## src/hdl/csm_pkg.sv

```systemverilog
// Shared constants, codes and types for the circular successor multiset.
// No dependencies.
`default_nettype none
package csm_pkg;

  localparam int VAL_W      = 10;   // item value / operand width
  localparam int MOD_W      = 11;   // modulus register width
  localparam int CNT_W      = 11;   // per-value count and total width
  localparam int STAT_W     = 2;
  localparam int WORD_IDX_W = 5;    // bit index inside one occupancy word
  localparam int WORD_W     = 1 << WORD_IDX_W;

  localparam logic [CNT_W-1:0] COUNT_MAX = CNT_W'(2047);

  localparam logic [STAT_W-1:0] STAT_OK    = 2'd0;
  localparam logic [STAT_W-1:0] STAT_EMPTY = 2'd1;
  localparam logic [STAT_W-1:0] STAT_RANGE = 2'd2;

  localparam logic CMD_LOAD  = 1'b0;
  localparam logic CMD_QUERY = 1'b1;

  typedef enum logic [7:0] {
    ST_CLR  = 8'b0000_0001,
    ST_IDLE = 8'b0000_0010,
    ST_LD   = 8'b0000_0100,
    ST_RD1  = 8'b0000_1000,
    ST_RD2  = 8'b0001_0000,
    ST_CNT  = 8'b0010_0000,
    ST_DIV  = 8'b0100_0000,
    ST_OUT  = 8'b1000_0000
  } state_t;

endpackage
`default_nettype wire

```

## src/hdl/csm_occ_mem.sv

```systemverilog
// Occupancy bitmap memory, one word per 32 values, registered read.
// Depends on csm_pkg.
`default_nettype none
module csm_occ_mem
  import csm_pkg::*;
#(
  parameter int AW = 5
) (
  input  wire logic              clk,
  input  wire logic              we,
  input  wire logic [AW-1:0]     waddr,
  input  wire logic [WORD_W-1:0] wdata,
  input  wire logic [AW-1:0]     raddr,
  output logic      [WORD_W-1:0] rdata
);

  logic [WORD_W-1:0] mem [0:(1<<AW)-1];
  logic [WORD_W-1:0] rdata_r;

  always_ff @(posedge clk) begin
    if (we) begin
      mem[waddr] <= wdata;
    end
    rdata_r <= mem[raddr];
  end

  assign rdata = rdata_r;

endmodule
`default_nettype wire

```

## config.mk

```make
export PLATFORM = sky130hd
export DESIGN_NAME = csm_occ_mem
export DESIGN_NICKNAME = d
export VERILOG_FILES = /design/src/hdl/csm_pkg.sv /design/src/hdl/csm_occ_mem.sv
export SDC_FILE = /design/constraint.sdc
export NUM_CORES = 1
export LEC_CHECK = 0
export BUFFER_PORTS_ARGS = -buffer_cell sky130_fd_sc_hd__buf_4
export CORE_MARGIN = 1
export CORE_UTILIZATION = 50
export CTS_CLUSTER_DIAMETER = 80
export DETAILED_ROUTE_END_ITERATION = 12
export PLACE_DENSITY_LB_ADDON = 0.3
export SLEW_MARGIN = 20
export SYNTH_ARGS = -nofsm -noshare
export SYNTH_HDL_FRONTEND = slang
export SYNTH_SLANG_ARGS = --single-unit
```

## constraint.sdc

```tcl
create_clock -name clk -period 4.1 [get_ports clk]
set_input_delay 0.205 -clock clk [delete_from_list [all_inputs] [get_ports clk]]
set_output_delay 0.205 -clock clk [all_outputs]
set_load 0.005 [all_outputs]
```

==> impl_results.md, run 1 <==
* Final core utilization at 58.2%
* Fin crit period at 2.10 ns
* Leading cell type in the layout, fill and taps excluded: edfxtp_1
* RSZ-0062 raised after global routing: false
* CTS resizes at 0
* Fin. max-slew vios at 0
* Antenna violations before repair at 1
* Dpl hpwl at 56300 um
* Worst-path fanout max at 29
* Synth cell types at 25
* Area of the multi-input gates at 8610 sq um
* Crit end category: register
* Critical Path AT at 2.62 ns
* Syn Nets at 2304
* DRC viols at 0
* Routed WL at 95400 um
* First-pass GRT wire length at 139000 um
* CTS tree: done
* Power Density at 486 nW/um^2
* Worst R2R Path Depth at 5
* DP Area at 42700 sq um
* GRT Overall Usage at 23.2%
* Tightest Pin Transition at 0.986 ns
* Sequential Area at 31400 sq um
* Syn-to-layout area delta at 14.2%
* Mapped Area at 40500 sq um
* ANT cells at 0
* Core box area at 79500 sq um
* Final net count at 2445
* Relative slew slack at 34.1%
* Die W at 287 um
* Setup tns final at 0 ns
* Vias in the first global route at 20800
* Required @ worst endpoint at 4.62 ns
* Hold Path Class: input pin to register
* Via count at 21100
* Largest net degree at the start of global routing at 80
* Design area at 46200 sq um
* Hold path depth at 1
* Leakage at 16.1 nW
* Fraction of layout cells with a size suffix above 1 at 13.0%
* Fmax at 477 MHz
* WL/cell at 27.0 um
* Clk slew on worst S/H paths at 0.06 ns
* Clock root cell: clkbuf_16
* Initial DRT Pass Iterations at 6
* Clock Tree Buf Depth at 3
* Post-synthesis cell count at 2260
* CP Launch Type: input pin
* Clock skew at 0.0209 ns
* Syn Area/Cell at 17.9 sq um
* Total power at 0.0225 W
* WS Path Type: input pin to register
* Grt ovf at 0
* Register area share after synthesis at 77.5%
* Htree depth at 3
* Initial Util at 50.9%
* Fillers at 5738
* CTS Buf Count at 100
* Die area at 82100 sq um
* Row count at 103
* Die H at 287 um
* Run status: completed
* Setup-failing EPs final at 0
* Gpl congestion at 0.813
* Final period utilization at 51.1%
* DR iter-0 viols at 1958
* Clock sink count at 1056
* Register bit count reported by yosys at 1056
* Ys Warns at 0
* ANT nets after route at 0
* Skew-Pair Late Insertion Delay at 0.66 ns
* IO Pins at 76
* Commonest cells after routing, fill and taps aside: 1024 x edfxtp_1, 512 x mux2i_1, 115 x buf_4
* I/O Buffers at 75
* Max VDD drop at 0.330 mV
* Maxcap violations at 0
* Fin. Hold Viols at 0
* Avg Vias per Cell at 5.96
## synthesized netlist by cell type
library cell | instances | area share, %
a22o_1 | 64 | 1.4
nand2b_1 | 2 | 0.031
a21oi_1 | 96 | 1.2
nor2b_1 | 1 | 0.015
buf_2 | 26 | 0.32
nor3_1 | 32 | 0.40
buf_6 | 15 | 0.42
nand3b_1 | 5 | 0.093
nand2_1 | 98 | 0.91
and2_1 | 1 | 0.015
and2b_1 | 1 | 0.019
or3_1 | 1 | 0.015
a31oi_1 | 32 | 0.49
clkbuf_1 | 46 | 0.43
dfxtp_1 | 32 | 1.6
or2_2 | 1 | 0.015
mux2i_1 | 512 | 13
edfxtp_1 | 1024 | 76
a22oi_1 | 96 | 1.8
clkbuf_4 | 2 | 0.037
nand3_1 | 98 | 1.2
buf_4 | 33 | 0.61
buf_1 | 5 | 0.046
or3b_2 | 3 | 0.065
nor2_1 | 34 | 0.32
## path summary, 6_finish.rpt
check             slack [ns]          end         from
setup / recovery        2.00    rdata[27]     raddr[2]
hold / removal          0.03  mem[18][19]    wdata[19]
setup reg to reg        2.29     rdata[1]    mem[1][1]
hold reg to reg         0.60    rdata[23]  mem[10][23]
## power by group
| part | switching, W | total (W) | internal (W) |
|---|---|---|---|
| sequential | 0.0000599 | 0.0121 | 0.0120 |
| combinational | 0.000787 | 0.00120 | 0.000412 |
| clock | 0.00387 | 0.00920 | 0.00532 |
| total | 0.00472 | 0.0225 | 0.0177 |
## sequential cells by signal (all words and copies together), names as in the netlist
| register | count |
|---|---|
| mem | 1024 |
| rdata | 32 |
## stage by stage
stage,instances,setup WS (ns),hold slack [ns]
finish,3533,2.00,0.0312
global route,3533,1.85,0.0208
CTS,3532,2.01,0.00145
detailed placement,3319,1.30,0.585
global placement,3308,1.36,0.587
floorplan,2260,1.46,0.304
## repair_timing
item,4_1_cts,5_1_grt
hold endpoints to repair,707,0
hold buffers,29,0
setup buffers,0,0
## critical path, cell delays in order
cell and delay (ns):
buf_4 0.12, nor2b_4 0.74, buf_4 0.44, buf_4 0.39, a22o_1 0.18, nor3_1 0.09, a31oi_1 0.25, nand3_1 0.14
## logic make-up after synthesis
group	share of synthesized area (%)
DFF	77.5
and+or+nand+nor	3.10
buffers and inverters	1.86
muxes	12.7
AOI/OAI and AO/OA	4.85
## layer usage
layer	track usage (%)	vias up	share of wire [%]	routed length [um]
li1	-	9251	-	-
met3	4.63	131	8.4	7990
met2	36.6	843	48	45500
met4	6.50	2	2.1	2050
met5	0	-	0.014	13
met1	33.0	10800	42	39900
## cell type report
type                            count  share of cell area, %
Sequential cell                  1056                   67.9
Clock buffer                      143                   6.04
Timing Repair Buffer              166                   3.57
Multi-Input combinational cell   1077                   18.6
Tap cell                         1050                   2.84
Clock inverter                     41                   1.04
No activity file was read; power rests on OpenSTA's default activity.
==> run 2: changes to the inputs <==
ABC_AREA = 1   (was unset)
clock period = 1.8 ns   (was 4.1 ns; I/O delays follow)
==> impl_results.md, run 2 <==
* Run status: completed
* Post-CTS Hold Fix Bufs at 35
* WL/cell at 22.9 um
* Skew-Pair Late Insertion Delay at 0.65 ns
* Most flops, register: mem
* Clock Tree Buf Depth at 3
* IO Pins at 76
* Fin crit period at 1.39 ns
* Maxcap violations at 0
* Sequential power share at 52.4%
* ANT cells at 0
* Max VDD drop at 0.721 mV
* Register area share after synthesis at 74.0%
* Design area at 49300 sq um
* Final net count at 3736
* I/O Buffers at 75
* R2R setup slack at 0.58 ns
* Largest net degree at the start of global routing at 78
* Clock sink count at 1056
* CP top delay family: flip-flops
* DR iter-0 viols at 2731
* Mapped Area at 42400 sq um
* Critical Path Sink: rdata[17]
* Sw Ratio at 21.8%
* Commonest cells after routing, fill and taps aside: 1440 x nand2_1, 1024 x edfxtp_1, 780 x nand3_1
* DRC viols at 0
* Core box area at 83800 sq um
* Relative slew slack at 66.1%
* Syn Nets at 3580
* Syn-to-layout area delta at 16.1%
* Clock skew at 0.0128 ns
* Ys Warns at 0
* Required @ worst endpoint at 1.71 ns
* Fmax at 717 MHz
* WS Path Type: register to output port
* Worst r2r src: mem[14][19]
* CP max stage delay at 0.47 ns
* Clock Power Share at 41.1%
* CP Launch Point: rdata[17]
* Post-synthesis cell count at 3536
* Post-synth EDFFs at 1024
* CP Launch Type: register
* Top cell type's share of synthesized area at 72.5%
* GRT Overall Usage at 26.3%
* Vias in the first global route at 26400
* Worst Path Buf+Inv at 1
* ANT nets after route at 0
* Critical path cell sequence: buf_4
* Clk slew on worst S/H paths at 0.06 ns
* Worst R2R Path Depth at 8
* Total power at 0.0524 W
* Initial DRT Pass Iterations at 6
* Post-synth top cells: 1440 x nand2_1, 1024 x edfxtp_1, 780 x nand3_1
* Comb pwr share at 6.5%
* Slowest stage cell, crit path: dfxtp_1
* Post-CTS Setup Bufs at 0
* Gpl congestion at 0.816
* Final period utilization at 77.5%
* RSZ-0062 raised after global routing: false
* Die W at 293 um
* First-pass GRT wire length at 167000 um
* Tightest Pin Transition at 0.507 ns
* Worst reg2reg endpoint: rdata[19]
* Area contributors post-synth: edfxtp_1 73%, nand2_1 13%, nand3_1 9.2%
* Stages on the worst setup path at 1
* Clock root cell: clkbuf_16
* Die area at 86000 sq um
* Row count at 106
* Die H at 293 um
* Grt ovf at 0
* Leakage at 18.1 nW
* Dpl hpwl at 62600 um
* Fin. max-slew vios at 0
* Pint at 0.0409 W
* CTS tree: done
* Syn Area/Cell at 12.0 sq um
* CTS resizes at 0
* Leading cell type in the layout, fill and taps excluded: nand2_1
* Via count at 27600
* Hold slack at 0.143 ns
* Asr flop ratio synth at 0%
* CTS Buf Count at 104
* Synth cell types at 14
* Routed WL at 112000 um
* Leading area contributor after synthesis: edfxtp_1
* Hold Path Class: input pin to register
* DP Area at 45500 sq um
* Setup-failing EPs final at 0
* Fin. Hold Viols at 0
* Critical Path AT at 1.30 ns
* Initial Util at 50.6%
* Power Density at 1060 nW/um^2
* Fraction of layout cells with a size suffix above 1 at 11.3%
* Worst-path fanout max at 1
* Register bit count reported by yosys at 1056
* P_sw at 0.0114 W
* Crit end category: output port
* Antenna violations before repair at 1
* Synth Flop Type: edfxtp_1
* Max reg flops at 1024
* Avg Vias per Cell at 5.61
* Most frequent cell after synthesis: nand2_1
* Htree depth at 3
-- run 2: layout make-up --
| class | instances | area (sq um) |
|---|---|---|
| clock buffer | 134 | 2790 |
| timing repair buffer | 268 | 3330 |
| clock inverter | 62 | 584 |
| fill | 6618 | 34600 |
| inverter | 10 | 67.6 |
| tap | 1134 | 1420 |
| multi-input combinational | 2252 | 9670 |
| sequential | 1056 | 31400 |
-- run 2: cells by family after synthesis --
family                 Yosys count  synth area share [%]
buffers and inverters          228                  3.74
AND/OR/NAND/NOR               2252                  22.2
flip-flops                    1056                  74.0
-- run 2: how the worst min path moves through the flow --
stage / startpoint / slack (ns) / end / cells past startpoint
2_1_floorplan: wdata[0] / 0.19 / mem[0][0] / 0
3_3_place_gp: rdata[28] / 0.48 / rdata[28] / 1
3_5_place_dp: rdata[19] / 0.47 / rdata[19] / 1
4_1_cts: raddr[0] / 0.11 / rdata[15] / 9
5_1_grt: raddr[0] / 0.21 / rdata[15] / 9
6_report: raddr[0] / 0.14 / rdata[15] / 9
-- run 2: through the flow --
stage,utilization (%),std cells,setup WS [ns],TNS [ns]
floorplan,-,3536,-0.366,-356.94
global placement,54.3,4685,0.162,0
detailed placement,54.3,4685,0.166,0
CTS,58.8,4916,0.381,0
global route,58.8,4916,0.389,0
finish,58.8,4916,0.406,0
-- run 2: routing by layer --
layer	part of all wire (%)	GRT usage (%)
met2	49	43.7
met1	40	35.6
met5	0.012	0
met4	3.7	9.96
met3	7.5	3.48
-- run 2: power by group through the flow --
stage | clock network [W] | logic, W | registers (W)
4_1_cts | 0.0217 | 0.00341 | 0.0275
3_3_place_gp | 0 | 0.00326 | 0.0280
3_5_place_dp | 0 | 0.00331 | 0.0280
2_1_floorplan | 0 | 0.00188 | 0.0279
6_report | 0.0215 | 0.00340 | 0.0275
5_1_grt | 0.0226 | 0.00373 | 0.0275
