## src/hdl/csm_pkg.sv

```systemverilog
// Shared constants, codes and types for the circular successor multiset.
// No dependencies.
`default_nettype none
package csm_pkg;

  localparam int VAL_W      = 10;   // item value / operand width
  localparam int MOD_W      = 11;   // modulus register width
  localparam int CNT_W      = 11;   // per-value count and total width
  localparam int STAT_W     = 2;
  localparam int WORD_IDX_W = 5;    // bit index inside one occupancy word
  localparam int WORD_W     = 1 << WORD_IDX_W;

  localparam logic [CNT_W-1:0] COUNT_MAX = CNT_W'(2047);

  localparam logic [STAT_W-1:0] STAT_OK    = 2'd0;
  localparam logic [STAT_W-1:0] STAT_EMPTY = 2'd1;
  localparam logic [STAT_W-1:0] STAT_RANGE = 2'd2;

  localparam logic CMD_LOAD  = 1'b0;
  localparam logic CMD_QUERY = 1'b1;

  typedef enum logic [7:0] {
    ST_CLR  = 8'b0000_0001,
    ST_IDLE = 8'b0000_0010,
    ST_LD   = 8'b0000_0100,
    ST_RD1  = 8'b0000_1000,
    ST_RD2  = 8'b0001_0000,
    ST_CNT  = 8'b0010_0000,
    ST_DIV  = 8'b0100_0000,
    ST_OUT  = 8'b1000_0000
  } state_t;

endpackage
`default_nettype wire

```

## src/hdl/csm_mod_unit.sv

```systemverilog
// Bit-serial restoring remainder unit: computes dividend mod divisor.
// Depends on csm_pkg.
`default_nettype none
module csm_mod_unit
  import csm_pkg::*;
#(
  parameter int DW = 12,  // dividend width
  parameter int RW = 11   // divisor / remainder width
) (
  input  wire logic          clk,
  input  wire logic          rst_n,
  input  wire logic          start,
  input  wire logic [DW-1:0] dividend,
  input  wire logic [RW-1:0] divisor,
  output logic               done,
  output logic      [RW-1:0] remainder
);

  localparam int CW = $clog2(DW + 1);

  logic [DW-1:0] sh_r;
  logic [RW-1:0] rem_r;
  logic [RW-1:0] div_r;
  logic [CW-1:0] cnt_r;
  logic          busy_r;
  logic          done_r;
  logic [RW:0]   trial;
  logic [RW:0]   diff;

  always_comb begin
    trial = {rem_r, sh_r[DW-1]};
    diff  = trial - {1'b0, div_r};
  end

  always_ff @(posedge clk) begin
    if (!rst_n) begin
      busy_r <= 1'b0;
      done_r <= 1'b0;
    end else begin
      done_r <= 1'b0;
      if (start) begin
        busy_r <= 1'b1;
        sh_r   <= dividend;
        div_r  <= divisor;
        rem_r  <= '0;
        cnt_r  <= CW'(DW);
      end else if (busy_r) begin
        // shift in one dividend bit, subtract when it fits
        rem_r <= (trial >= {1'b0, div_r}) ? diff[RW-1:0] : trial[RW-1:0];
        sh_r  <= {sh_r[DW-2:0], 1'b0};
        cnt_r <= cnt_r - CW'(1);
        if (cnt_r == CW'(1)) begin
          busy_r <= 1'b0;
          done_r <= 1'b1;
        end
      end
    end
  end

  assign done      = done_r;
  assign remainder = rem_r;

endmodule
`default_nettype wire

```

## config.mk

```make
export PLATFORM = sky130hd
export DESIGN_NAME = csm_mod_unit
export DESIGN_NICKNAME = d
export VERILOG_FILES = /design/src/hdl/csm_pkg.sv /design/src/hdl/csm_mod_unit.sv
export SDC_FILE = /design/constraint.sdc
export NUM_CORES = 1
export LEC_CHECK = 0
export ABC_AREA = 1
export BUFFER_PORTS_ARGS = -buffer_cell sky130_fd_sc_hd__buf_2
export CAP_MARGIN = 0
export CORE_ASPECT_RATIO = 0.6
export CORE_MARGIN = 2
export CORE_UTILIZATION = 50
export CTS_BUF_LIST = sky130_fd_sc_hd__clkbuf_8
export CTS_CLUSTER_SIZE = 30
export DETAILED_ROUTE_END_ITERATION = 8
export GPL_TIMING_DRIVEN = 0
export PLACE_DENSITY = 0.68
export SYNTH_ARGS = -nofsm -noshare
export SYNTH_HDL_FRONTEND = slang
export SYNTH_SLANG_ARGS = --single-unit
```

## constraint.sdc

```tcl
create_clock -name clk -period 3.2 [get_ports clk]
set_input_delay 0.48 -clock clk [delete_from_list [all_inputs] [get_ports clk]]
set_output_delay 0.48 -clock clk [all_outputs]
set_load 0.05 [all_outputs]
```

==> results of run 1 <==
worst register-to-register path: stages (launching register included):
cell	delay, ns
edfxtp_1	0.36
inv_1	0.05
ha_1	0.22
fa_1	0.42
inv_1	0.10
nand2_1	0.05
nand2_1	0.13
nand2_4	0.07
nand2_2	0.08
nand2_2	0.06
nand3_4	0.11
buf_6	0.17
o21ai_1	0.07
nor2_1	0.16
Yosys cell counts (all sizes together):
cell,number
nand2,93
inv,50
edfxtp,38
nor2,36
ha,13
o21ai,13
nand3,11
a21oi,7
clkbuf,4
nand4,3
xor2,3
dfxtp,2
or2,2
buf,1
fa,1
nor4,1
xnor2,1
how the worst min path moves through the flow:
stage,start,endpoint,slack (ns),cells after the start
2_1_floorplan,busy_r,done,0.42,2
5_1_grt,divisor[0],div_r[0],0.34,1
3_3_place_gp,busy_r,done,0.43,2
4_1_cts,divisor[0],div_r[0],0.35,1
3_5_place_dp,sh_r[4],sh_r[5],0.49,2
6_report,divisor[0],div_r[0],0.35,1
power breakdown:
group	switching (mW)	total, mW	internal (mW)
Clock	0.186	0.336	0.151
Sequential	0.0176	0.641	0.624
Combinational	0.252	0.376	0.124
cell type report:
type	instances	area share (%)
flip-flops and latches	40	43.9
multi-input cells	184	35.2
inverters	50	6.98
repair buffers	36	6.70
well taps	63	2.93
clock buffers	5	2.56
plain buffers	5	1.02
clock inverters	3	0.698
layout by cell type (no fill, tap or decap), types with 3 or more instances in the layout:
master / n
buf_2: 36
nand2_2: 3
clkbuf_8: 5
ha_1: 13
nand3_1: 10
edfxtp_1: 38
nand2_1: 89
inv_1: 49
nand4_1: 3
a21oi_1: 5
xor2_1: 3
o21ai_1: 8
clkbuf_1: 3
nor2_1: 36
o21ai_0: 5
per-stage QoR:
stage / worst slack [ns] / total power [mW] / cells
finish: 0.991 / 1.35 / 386
global route: 0.853 / 1.43 / 386
CTS: 1.00 / 1.36 / 386
detailed placement: 0.893 / 1.03 / 378
global placement: -0.449 / 1.02 / 378
floorplan: 0.539 / 0.934 / 279
registers in the layout (all words and copies together) (netlist names):
register,cells
div_r,11
busy_r,1
remainder,11
cnt_r,4
sh_r,12
done,1
logic make-up (layout without fill, tap and decap cells):
family	Yosys count	in the layout
buffers and inverters	55	99
AND/OR/NAND/NOR	146	146
AO/OA/AOI/OAI	20	20
XOR/XNOR	4	4
adder cells (fa/ha/maj)	14	14
flip-flops	40	40
metal layers:
metal / share of wire (%) / wire length [µm]
met1: 56 / 2640
met4: 1.1 / 50
met3: 5.6 / 260
met2: 37 / 1720
met5: 0 / 0
==> reports/qor.csv, run 1 <==
metric,value,unit
IO Pins,38,
largest family of logic cells by synthesized area,simple AND/OR/NAND/NOR gates,
CTS Buf Count,5,
reg2reg start,sh_r[11],
GRT Total Usage,19.4,%
setup tns final,0,ns
HP Class,in2reg,
Final HPWL DP,3.45,mm
status,"finished, final reports clean",
ratio of cells with drive above 1 in the final layout,17.0,%
pwr dens,503,mW/mm²
largest net degree at the start of global routing,29,
f_max,453,MHz
final worst-path cycle share,69.0,%
Lkg Pwr,1.37,nW
clk_skew,0.00812,ns
final hold vios,0,
Clock transition at path regs,0.08,ns
area grow syn2layout,15.3,%
WS Path Type,reg2reg,
Worst-Skew Late Latency,0.30,ns
number of DRC markers in iteration 0,122,
DRC violations left,0,
WP data required,3.34,ns
element type at the critical path start,flop,
Worst path slowest cell,fa_1,
Worst Path Arrival,2.35,ns
syn nets,319,
GR Layer Usage met3,4.43,%
Crit path max-delay family,simple AND/OR/NAND/NOR gates,
max_slew headroom,39.0,%
width of the die,92.2,µm
grt total ovfl,0,
Max Buffers Root-to-Sink,2,
Routed wire per std cell,12.1,µm
CP endpoint,remainder[3],
core area,0.00454,mm²
Port Buffer Count,36,
CP Capture Type,flop,
synth top area cells,"edfxtp_1 49%, nand2_1 14%, inv_1 7.9%",
Slew @ Worst Pin,0.914,ns
post-DR vias/cell,4.77,
multi-input logic area,947,µm²
final hold slack,0.347,ns
fin nets,362,
critical-path cell list,inv_1 > ha_1 > fa_1 > inv_1 > nand2_1 > nand2_1 > nand2_4 > nand2_2 > nand2_2 > nand3_4 > buf_6 > o21ai_1 > nor2_1,
vias in the first global route,1668,
Final Max Slew Viols,0,
Reg-to-Reg End,remainder[3],
mux share of post-synthesis cell area,0,%
clk sinks,40,
# fillers,411,
die area,0.00524,mm²
M1 GR Usage,30.7,%
cells after synthesis,279,
cell depth of the worst setup path,13,
post-synth top area share,48.9,%
RSZ-0062 raised after global routing,no,
syn_area_per_cell,8.36,µm²
Initial Utilization,51.4,%
post-layout minimum cycle time,2.21,ns
busiest grt layer,met1,
Post-Synth XOR/XNOR Area,1.50,%
YS warnings,0,
CTS tree,yes,
endpoints failing setup,0,
max-cap violations,0,
critical path peak fanout,10,
Post-Synth Simple-Gate Area,26.0,%
post-CTS setup buffers,0,
final RePlAce weighted congestion,0.875,
post-synthesis sequential area ratio,50.6,%
Post-CTS Resized,0,
first-pass GRT wire length,7.69,mm
Synth Area in Compound Gates,4.77,%
Worst R2R Path Depth,13,
Peak VDD IR,0.260,mV
#FFs+latches synth,40,
Post-Synth Adder-Cell Area,7.83,%
Die Y-Extent,56.9,µm
FF/Latch Area,0.00118,mm²
post-synth top area cell,edfxtp_1,
"Core Util, Final",59.2,%
H-tree Lvls,2,
met2 global-route usage,26.6,%
initial antenna violation count,0,
Worst Path Buf+Inv,3,
Root Driver,clkbuf_8,
synth unique cells,25,
Antenna Nets Post-Route,0,
CTS Hold Bufs,0,
std cell rows,19,
First-pass DRT Iterations,4,
diode count,0,
CP startpoint,sh_r[11],
via count,1841,
crit-path max cell delay,0.42,ns
Final Cell Area,0.00269,mm²
r2r setup slk,0.99,ns
post-placement cell area,0.00260,mm²
DRT Wirelength,4.68,mm
"Cell Area, Synth",0.00233,mm²
(Power assumes the default switching activity.)
==> run 2: changes to the inputs <==
Settings changed: ABC_AREA 1 to 0, PLACE_DENSITY 0.68 to 0.71.
Clock period 3.2 ns to 2 ns, I/O delays scaled along.
==> reports/qor.csv, run 2 <==
metric,value,unit,change
DRC violations left,0,,unchanged
"commonest non-fill, non-tap cell in the layout",edfxtp_1,,
Worst R2R Path Depth,9,,-4
width of the die,88.5,µm,-4.0%
failing checks,negative setup slack,,
synth unique cells,41,,+64%
GRT Total Usage,19.9,%,+0.53 points
final hold vios,0,,unchanged
pwr dens,880,mW/mm²,+75%
DRT Wirelength,4.47,mm,-4.5%
via count,1555,,-16%
Port Buffer Count,37,,+2.8%
Antenna Nets Post-Route,0,,unchanged
GR Layer Usage met3,5.58,%,+1.2 points
met2 global-route usage,29.2,%,+2.6 points
Reg with most FFs,sh_r,,
FF/Latch Area,0.00118,mm²,unchanged
initial antenna violation count,0,,unchanged
Die Y-Extent,54.7,µm,-3.9%
top-count cell post-synth,edfxtp_1,,
max reg flops,12,,unchanged
# fillers,344,,-16%
f_max,426,MHz,-5.8%
final std cells w/o fill,299,,-23%
std cell rows,18,,-1
Root Driver,clkbuf_8,,
Max Buffers Root-to-Sink,2,,unchanged
hold depth,1,,unchanged
Post-synth ARST share,0,%,unchanged
HP Class,in2reg,,
WP data required,2.16,ns,-1.18 ns
Worst Path Arrival,2.50,ns,+0.15 ns
die area,0.00484,mm²,-7.8%
Commonest cells post-synth,"38 x edfxtp_1, 17 x nor2_1, 16 x inv_1",,
CTS Hold Bufs,0,,unchanged
max-cap violations,0,,unchanged
cell depth of the worst setup path,9,,-4
CTS tree,yes,,
vias in the first global route,1451,,-13%
post-synthesis sequential area ratio,55.2,%,+4.6 points
CTS Buf Count,5,,unchanged
Place WS,-0.555,ns,-1.45 ns
fin nets,278,,-23%
Lkg Pwr,1.08,nW,-21%
status,finished with violations,,
critical path peak fanout,6,,-4
CP Capture Type,flop,,
IO Pins,38,,unchanged
grt total ovfl,0,,unchanged
crit-path max cell delay,0.36,ns,-0.06 ns
Initial Utilization,52.2,%,+0.83 points
core area,0.00410,mm²,-9.7%
post-synth top area share,53.3,%,+4.4 points
setup tns final,-2.85,ns,-2.85 ns
Worst path slowest cell,or3_1,,
max_slew headroom,55.8,%,+17 points
synth top area cells,"edfxtp_1 53%, ha_1 7.6%, mux2_2 5.8%",,
post-layout minimum cycle time,2.34,ns,+0.135 ns
multi-input logic area,963,µm²,+1.7%
Final HPWL DP,3.05,mm,-12%
post-synth top area cell,edfxtp_1,,
WS Path Type,reg2reg,,
"EDFF count, synth",38,,unchanged
element type at the critical path start,flop,,
diode count,0,,unchanged
largest net degree at the start of global routing,29,,unchanged
First-pass DRT Iterations,4,,unchanged
post-DR vias/cell,5.20,,+9.0%
M1 GR Usage,28.8,%,-2.0 points
RSZ-0062 raised after global routing,yes,,
final RePlAce weighted congestion,0.838,,-4.2%
Post-Place Cells,281,,-26%
Clock transition at path regs,0.09,ns,about the same
"leading cell types in the layout, fill and taps excluded","38 x edfxtp_1, 37 x buf_2, 17 x nor2_1, 15 x inv_1, 15 x nand2_1",,
syn nets,224,,-30%
"Primary FF master, synth",edfxtp_1,,
Worst-Skew Late Latency,0.30,ns,about the same
#FFs+latches synth,40,,unchanged
Crit path max-delay family,compound AO/OA/AOI/OAI gates,,
first-pass GRT wire length,6.99,mm,-9.2%
endpoints failing setup,11,,+11
Final Max Slew Viols,0,,unchanged
Peak VDD IR,0.407,mV,+57%
cells after synthesis,184,,-34%
H-tree Lvls,2,,unchanged
PnR worst setup slack,-0.345,ns,-1.34 ns
final worst-path cycle share,117,%,+48 points
ratio of cells with drive above 1 in the final layout,34.3,%,+17 points
Slew @ Worst Pin,0.663,ns,-0.250 ns
syn_area_per_cell,11.6,µm²,+39%
area grow syn2layout,24.0,%,
clk_skew,0.00941,ns,+0.00129 ns
YS warnings,0,,unchanged
Routed wire per std cell,14.9,µm,+23%
number of DRC markers in iteration 0,91,,-25%
clk sinks,40,,unchanged
Worst Path Buf+Inv,1,,-2
"Cell Area, Synth",0.00214,mm²,-8.3%
critical-path cell list,inv_1 > ha_2 > fa_2 > nand2b_4 > a21oi_4 > o2111ai_4 > a21o_4 > or3_1 > a21oi_1,,
final hold slack,0.173,ns,-0.175 ns
busiest grt layer,met2,,
## run 2: cell count changes after synthesis, moves of 3 or more
cell,delta
o21ai_1,-8
inv_1,-33
a211oi_1,+3
a21oi_1,+7
nand2_1,-74
o21a_1,+7
nor2_1,-19
xnor2_1,+4
nor3_1,+3
nand2_2,-3
mux2_2,+11
nand3_1,-8
## run 2: kinds of logic (layout without fill, tap and decap cells)
kind of cell	count (synthesis)	after routing	share of synthesized area, %
compound gates	41	41	12.7
xor+xnor	6	6	2.46
fa+ha+maj	14	14	8.54
buf+inv	20	75	3.68
flops	40	40	55.2
mux	12	12	6.26
simple gates	51	51	11.2
## run 2: repair_timing
item,in CTS,in global routing
buffers inserted,5,4
hold endpoints to repair,0,0
setup endpoints to repair,31,11
gates cloned,0,1
pin swaps,6,7
resized for setup,10,10
## run 2: path summary, 6_finish.rpt
check,end,slack (ns),start
worst min-delay path,div_r[7],0.17,divisor[7]
worst max-delay path,remainder[4],-0.34,sh_r[11]
worst min register to register,done,0.45,busy_r
worst max register to register,remainder[4],-0.34,sh_r[11]
## run 2: power by group
| part | internal (mW) | switching, mW | total [mW] |
|---|---|---|---|
| registers | 1.01 | 0.0368 | 1.04 |
| logic | 0.320 | 0.432 | 0.752 |
| clock network | 0.241 | 0.300 | 0.541 |
## run 2: area by class of cell
| cell class | instances | share of cell area [%] |
|---|---|---|
| Buffer | 4 | 0.849 |
| Inverter | 16 | 2.26 |
| Tap cell | 60 | 2.83 |
| Clock buffer | 5 | 2.59 |
| Timing Repair Buffer | 47 | 9.95 |
| Sequential cell | 40 | 44.5 |
| Clock inverter | 3 | 0.707 |
| Multi-Input combinational cell | 124 | 36.3 |
## run 2: layer usage
layer	up-vias	wire length, µm
li1	781	-
met1	736	2290
met3	7	212
met2	31	1920
met4	0	44
met5	-	0
## run 2: metrics by stage
| stage | power, mW | utilization (%) | area, µm² |
|---|---|---|---|
| 3_5_place_dp | 1.66 | 58.9 | 2410 |
| 5_1_grt | 2.45 | 64.7 | 2650 |
| 6_report | 2.34 | 64.7 | 2650 |
| 2_1_floorplan | 1.52 | - | 2150 |
| 4_1_cts | 2.26 | 63.0 | 2580 |
| 3_3_place_gp | 1.65 | 58.9 | 2410 |
## run 2: worst reg2reg max path, cell delays in order, from the launching register on
cell and delay [ns]:
edfxtp_1 0.35, inv_1 0.05, ha_2 0.19, fa_2 0.34
nand2b_4 0.17, a21oi_4 0.16, o2111ai_4 0.17, a21o_4 0.29
or3_1 0.36, a21oi_1 0.12
